<file path="src/hdl/lfuda_pkg.sv">
// Package for the LFUDA cache directory: sizes, status codes, command structs.
// No dependencies.
`default_nettype none
package lfuda_pkg;
  localparam int ENTRIES       = 64;
  localparam int PRIORITY_BITS = 32;
  localparam int IDX_BITS      = (ENTRIES > 1) ? $clog2(ENTRIES) : 1;
  localparam int CNT_BITS      = $clog2(ENTRIES + 1);
  localparam int RESULT_LIMIT  = 64;
  localparam logic [PRIORITY_BITS-1:0] PRIO_MAX = {PRIORITY_BITS{1'b1}};

  localparam logic [2:0] ST_MISS    = 3'd0;
  localparam logic [2:0] ST_HIT     = 3'd1;
  localparam logic [2:0] ST_EVICT   = 3'd2;
  localparam logic [2:0] ST_INSERT  = 3'd3;
  localparam logic [2:0] ST_REJECT  = 3'd4;

  // Commands from controller to datapath
  typedef struct packed {
    logic load;      // capture input transaction, reset scan
    logic scan;      // examine entry at scan index
    logic evict;     // evict current victim
    logic raise;     // raise hit entry
    logic insert;    // write new entry into free slot
    logic emit;      // load output register
    logic [2:0] status;
    logic last;
  } lfuda_cmd_t;

  // Status back to controller
  typedef struct packed {
    logic scan_done;
    logic hit_found;
    logic kind;
    logic too_big;
    logic need_evict;  // no fit or no free slot
    logic victim_found;
    logic budget_left;
  } lfuda_sts_t;
endpackage
`default_nettype wire

</file>
<file path="src/hdl/lfuda_ctrl.sv">
// Controller state machine of the LFUDA directory.
// Depends on lfuda_pkg.
`default_nettype none
module lfuda_ctrl (
  input  wire logic                  clk,
  input  wire logic                  rst_n,
  input  wire logic                  in_valid,
  output logic                       in_stall,
  output logic                       out_valid,
  input  wire logic                  out_stall,
  input  wire lfuda_pkg::lfuda_sts_t sts,
  output lfuda_pkg::lfuda_cmd_t      cmd
);
  localparam logic [1:0] S_IDLE = 2'd0;
  localparam logic [1:0] S_SCAN = 2'd1;
  localparam logic [1:0] S_DEC  = 2'd2;
  localparam logic [1:0] S_OUT  = 2'd3;

  logic [1:0] state_r, state_nxt;
  logic       ov_r, ov_nxt, fin_r, fin_nxt;
  logic       slot_free;

  assign slot_free = !ov_r || !out_stall;
  assign in_stall  = (state_r != S_IDLE);
  assign out_valid = ov_r;

  always_comb begin
    cmd = '0;
    state_nxt = state_r;
    fin_nxt = fin_r;
    ov_nxt = ov_r && out_stall;
    case (state_r)
      S_IDLE: if (in_valid) begin
        cmd.load = 1'b1; state_nxt = S_SCAN; fin_nxt = 1'b0;
      end
      S_SCAN: begin
        if (sts.scan_done) state_nxt = S_DEC;
        else cmd.scan = 1'b1;
      end
      S_DEC: if (slot_free) begin
        cmd.emit = 1'b1; ov_nxt = 1'b1; cmd.last = 1'b1;
        state_nxt = S_OUT; fin_nxt = 1'b1;
        if (sts.hit_found) begin
          cmd.raise = 1'b1; cmd.status = lfuda_pkg::ST_HIT;
        end else if (!sts.kind) begin
          cmd.status = lfuda_pkg::ST_MISS;
        end else if (sts.too_big) begin
          cmd.status = lfuda_pkg::ST_REJECT;
        end else if (sts.need_evict && sts.victim_found && sts.budget_left) begin
          cmd.evict = 1'b1; cmd.status = lfuda_pkg::ST_EVICT; cmd.last = 1'b0;
          fin_nxt = 1'b0;
        end else if (sts.need_evict) begin
          cmd.status = lfuda_pkg::ST_REJECT;
        end else begin
          cmd.insert = 1'b1; cmd.status = lfuda_pkg::ST_INSERT;
        end
      end
      S_OUT: state_nxt = fin_r ? S_IDLE : S_SCAN;
      default: state_nxt = S_IDLE;
    endcase
  end

  always_ff @(posedge clk) begin
    if (!rst_n) begin
      state_r <= S_IDLE; ov_r <= 1'b0; fin_r <= 1'b0;
    end else begin
      state_r <= state_nxt; ov_r <= ov_nxt; fin_r <= fin_nxt;
    end
  end
endmodule
`default_nettype wire

</file>
<file path="config.mk">
export PLATFORM = sky130hd
export DESIGN_NAME = lfuda_ctrl
export DESIGN_NICKNAME = d
export VERILOG_FILES = /design/src/hdl/lfuda_pkg.sv /design/src/hdl/lfuda_ctrl.sv
export SDC_FILE = /design/constraint.sdc
export NUM_CORES = 1
export LEC_CHECK = 0
export BUFFER_PORTS_ARGS = -buffer_cell sky130_fd_sc_hd__buf_4
export CAP_MARGIN = 0
export CORE_AREA = 2 2 39 41
export CTS_BUF_LIST = sky130_fd_sc_hd__clkbuf_4 sky130_fd_sc_hd__clkbuf_8 sky130_fd_sc_hd__clkbuf_16
export DETAILED_ROUTE_END_ITERATION = 6
export DIE_AREA = 0 0 41 43
export PLACE_DENSITY_LB_ADDON = 0.15
export SYNTH_ARGS = -nofsm -noshare
export SYNTH_HDL_FRONTEND = slang
export SYNTH_SLANG_ARGS = --single-unit
</file>
<file path="constraint.sdc">
create_clock -name clk -period 2.2 [get_ports clk]
set_clock_uncertainty 0.1 [all_clocks]
set_input_delay 0.55 -clock clk [delete_from_list [all_inputs] [get_ports clk]]
set_output_delay 0.55 -clock clk [all_outputs]
set_load 0.05 [all_outputs]
</file>
Word-level counts from Yosys, hierarchy flattened
Cells that the tools add are included.
{"block": "classes", "n_div": 0, "n_shift": 0, "n_mul": 0, "addsub": 0, "bitwise": 0, "reduce_logical": 11, "n_lt_le_gt_ge": 0, "eq_ne": 6, "muxes": 35}
{"cell": "1-bit 2-to-1 mux", "count": 23}
{"cell": "8-bit 2-to-1 mux", "count": 2}
{"cell": "3-bit 2-to-1 mux", "count": 5}
{"cell": "2-bit one-hot mux with 4 select lines", "count": 1}
{"cell": "2-bit 2-to-1 mux", "count": 3}
{"cell": "2-bit != test (second input constant)", "count": 3}
{"cell": "3-bit AND reduction", "count": 2}
{"cell": "2-bit == test (second input constant)", "count": 2}
{"cell": "2-bit nonzero test", "count": 2}
{"cell": "1-bit logical AND", "count": 3}
{"cell": "2-bit by 1-bit == test with 1-bit output (second input constant)", "count": 1}
{"cell": "1-bit logical NOT", "count": 2}
{"cell": "2-bit logical NOT", "count": 1}
{"cell": "1-bit one-hot mux with 2 select lines", "count": 1}
{"cell": "1-bit logical OR", "count": 1}
{"block": "totals", "memories": 0, "elab_cells": 55, "latchBits": 0, "rom_bits": 0, "regBits": 4, "mem_bits_rw": 0}

Depth between registers and ports, before layout
{"block": "logic_depth", "word_depth": 8, "mapped_depth": 6, "depth_no_buf": 6}

Least setup slack after synthesis
No wires, ideal clock.
{"block": "synth_timing", "path_type": "register to output", "start": "reg state_r[0]", "end": "out cmd[5] (netlist name)", "path_stages_with_launch": 7, "t_arrival_ps": 2360, "slack_ps": -810, "cell_sequence": "dfxtp_1 > inv_1 > ha_1 > nand2_1 > inv_1 > nand3b_1 > nor3_1"}
{"item": "from (decl)", "line": "lfuda_ctrl.sv:19", "text": "logic [1:0] state_r, state_nxt;"}
{"item": "from (signal assigned)", "line": "lfuda_ctrl.sv:67", "text": "state_r <= state_nxt; ov_r <= ov_nxt; fin_r <= fin_nxt;"}
{"item": "to (decl)", "line": "lfuda_ctrl.sv:12", "text": "output lfuda_pkg::lfuda_cmd_t cmd"}

==> flow_metrics.py <==
metrics = {
    "logic_synthesis": {
        "synth.distinct_cells": 21,
        "synth_common_cells": "nor2_1, inv_1, a21oi_1, ha_1",
        "syn_avg_cell_area_um2": 7.559,
        "synthTopCellsByArea": "dfxtp_1, ha_1, nor2_1",
        "syn_nets": 64,
        "synth.cell_area_um2": 362.8,
        "ys_ff_latch": 4,
        "synth_edf_count": 0,
        "synth-async-reset-ratio_pct": 0,
        "netlist_instances": 48,
        "synth.largest_area_cell": "dfxtp_1",
        "synthFlopType": "dfxtp_1",
        "yosysTopAreaCellShare_pct": 22.07,
        "yosysWarnings": 0,
        "ys_seq_area_share_pct": 22.07,
        "post-synth-top-count-cell": "nor2_1",
    },
    "placement": {
        "gp_congestion": 0.7283,
        "port_buffers": 22,
        "dpl.hpwl_um": 788.4,
        "place_area_um2": 653.1,
        "dp_slack_ns": 0.06385,
    },
    "timing": {
        "period_needed_ns": 2.129,
        "tightest_slew_ns": 0.3927,
        "fin_crit_sh_pct": 96.77,
        "finalMaxSlewViolations": 0,
        "hold_viol_final": 0,
        "fin_ws_ns": 0.07096,
        "rsz0062_at_grt": "no",
        "hold_slack_ns": 0.3840,
        "maxSlewHeadroom_pct": 73.15,
        "setup_violations": 0,
        "fmax_ghz": 0.4697,
    },
    "setup_path": {
        "cp_max_fo": 5,
        "rr_startpoint": "state_r[0]",
        "arrival_ns": 1.48,
        "end_kind": "primary output",
        "setup.worst_path.start_class": "register",
        "cp.required_ns": 1.55,
        "ff2ff_setup_slack_ns": 0.25,
        "r2r.worst_path.cells": 7,
        "r2r-end": "state_r[1]",
        "criticalPathCategory": "reg -> out",
    },
    "power_and_ir_drop": {
        "combPwrFrac_pct": 72.5,
        "p_per_area_nw_per_um2": 1171,
        "swShare_pct": 52.66,
        "sequentialPowerShare_pct": 16.0,
        "clkPwrFrac_pct": 11.5,
        "p_total_uw": 829.0,
        "p_int_uw": 392.4,
        "p_leak_uw": 0.0003256,
        "ir_drop_mv": 0.5018,
        "p_switching_uw": 436.5,
    },
    "clocking": {
        "htree_levels": 1,
        "clockBufferDepth": 2,
        "numCtsBuffers": 3,
        "cts-hold-fix-buffers": 0,
        "cts_tree": "yes",
        "clkTransAtPathRegs_ns": 0.04,
        "clk_latency_ns": 0.24,
        "cts_sinks": 4,
        "root_buffer": "clkbuf_4",
    },
    "floorplan": {
        "rows": 14,
        "dieArea_um2": 1763,
        "die_w_um": 41,
        "pin_count": 23,
        "start_util_pct": 26.22,
        "design.core.area_um2": 1384,
        "die_h_um": 43,
    },
    "hold_path": {
        "min_path_cells": 2,
        "hold_path.class": "reg -> reg",
        "holdPathEnd": "fin_r",
        "min_from": "fin_r",
    },
    "final_layout": {
        "layout.nets": 98,
        "antennaDiodeCount": 0,
        "stdcell_area_um2": 708.2,
        "area_growth_pct": 95.17,
        "fin_util_pct": 51.18,
        "drive_above_1_share_pct": 56.25,
    },
    "run_status": {
        "status": "complete, no violations",
    },
    "route": {
        "dr.pass1.iters": 4,
        "ant_nets": 0,
        "routed_wl_um": 1052,
        "drtIter0Drc": 2,
        "vias": 448,
        "wire_per_inst_um": 10.96,
        "via_per_inst": 4.667,
        "drc": 0,
    },
    "global_route": {
        "grt_first_pass_wirelength_um": 1580,
        "grt_pass1_vias": 393,
        "grt-ovfl-total": 0,
        "gr-usage-all-layers_pct": 13.27,
        "antenna_found_initial": 0,
        "grt_max_degree": 7,
    },
    "flow_run": {
        "maxCapViolCount": 0,
    },
}
==> flip-flops by register name, indices dropped and copies added, names as in the netlist <==
name / count
out_valid: 1
fin_r: 1
state_r: 2
==> layout by cell type, fill, tap and decap left out <==
master and instances:
nor2_4 2, nor2b_1 1, nor2b_4 1, a21oi_1 5
ha_1 4, nand4b_1 1, buf_6 2, dfxtp_1 1
o31ai_1 1, nor3_4 1, o311ai_1 1, o32ai_1 1
and2_1 2, and2b_1 1, buf_4 27, nor2_1 5
a2111oi_0 1, o41ai_1 1, inv_2 1, dfxtp_2 3
or4b_1 1, clkbuf_4 3, inv_1 4, nand2_4 1
and3_4 1, clkinvlp_4 1, or3_1 1, nand3b_1 1
nand2_8 1, ha_4 1, nand2_1 2, nor3b_1 1
==> cell type report <==
class	count	area [um2]
Inverter	6	26.28
Timing Repair Buffer	29	225.2
Clock buffer	3	22.52
Tap cell	16	20.02
Fill cell	138	675.6
Sequential cell	4	83.83
Multi-Input combinational cell	38	330.3
==> cell families after synthesis <==
family                   count (synthesis)  synth area share (%)
adder cells (fa/ha/maj)                  5                 17.24
flip-flops                               4                 22.07
AO/OA/AOI/OAI                           10                 18.62
buffers and inverters                    6                 6.206
AND/OR/NAND/NOR                         23                 35.86
==> how the worst max path moves through the flow <==
stage,startpoint,end,slack [ns],cells past startpoint
6_report,state_r[1],cmd[8],0.07,5
4_1_cts,state_r[0],cmd[5],0.02,8
5_1_grt,state_r[1],cmd[8],0.0002,5
3_3_place_gp,out_stall,cmd[5],0.07,8
2_1_floorplan,out_stall,cmd[5],-0.17,5
3_5_place_dp,out_stall,cmd[5],0.06,8
==> power by group through the flow <==
stage	sequential, uW	combinational (uW)	clock, uW
floorplan	147	384	0
global placement	130	557	0
detailed placement	132	560	0
CTS	132	579	98.4
global route	138	640	102
finish	133	601	95.3
==> metal layers <==
| metal | global-route usage, % | wire (um) | vias up |
|---|---|---|---|
| li1 | - | - | 232 |
| met4 | 8.000 | 0 | 0 |
| met2 | 22.50 | 575 | 14 |
| met3 | 1.571 | 59 | 0 |
| met1 | 14.52 | 417 | 202 |
| met5 | 0 | 0 | - |
==> repair_timing <==
action                                  CTS  global route
pin swaps                                 1             4
gates cloned                              0             0
setup buffers                             1             2
gates resized for setup                   3             1
endpoints found under the setup margin    4             2
==> critical path: stages (launching register included) <==
cell,delay [ns]
dfxtp_2,0.32
buf_4,0.15
inv_1,0.09
ha_1,0.14
nor2b_1,0.28
buf_4,0.26
==> stage by stage <==
stage                     instances  setup TNS, ns
final                            96              0
after global routing             96              0
after CTS                        94              0
after detailed placement         90              0
after global placement           90              0
after floorplan                  48        -0.1771
Power figures use the tool's default switching activity.
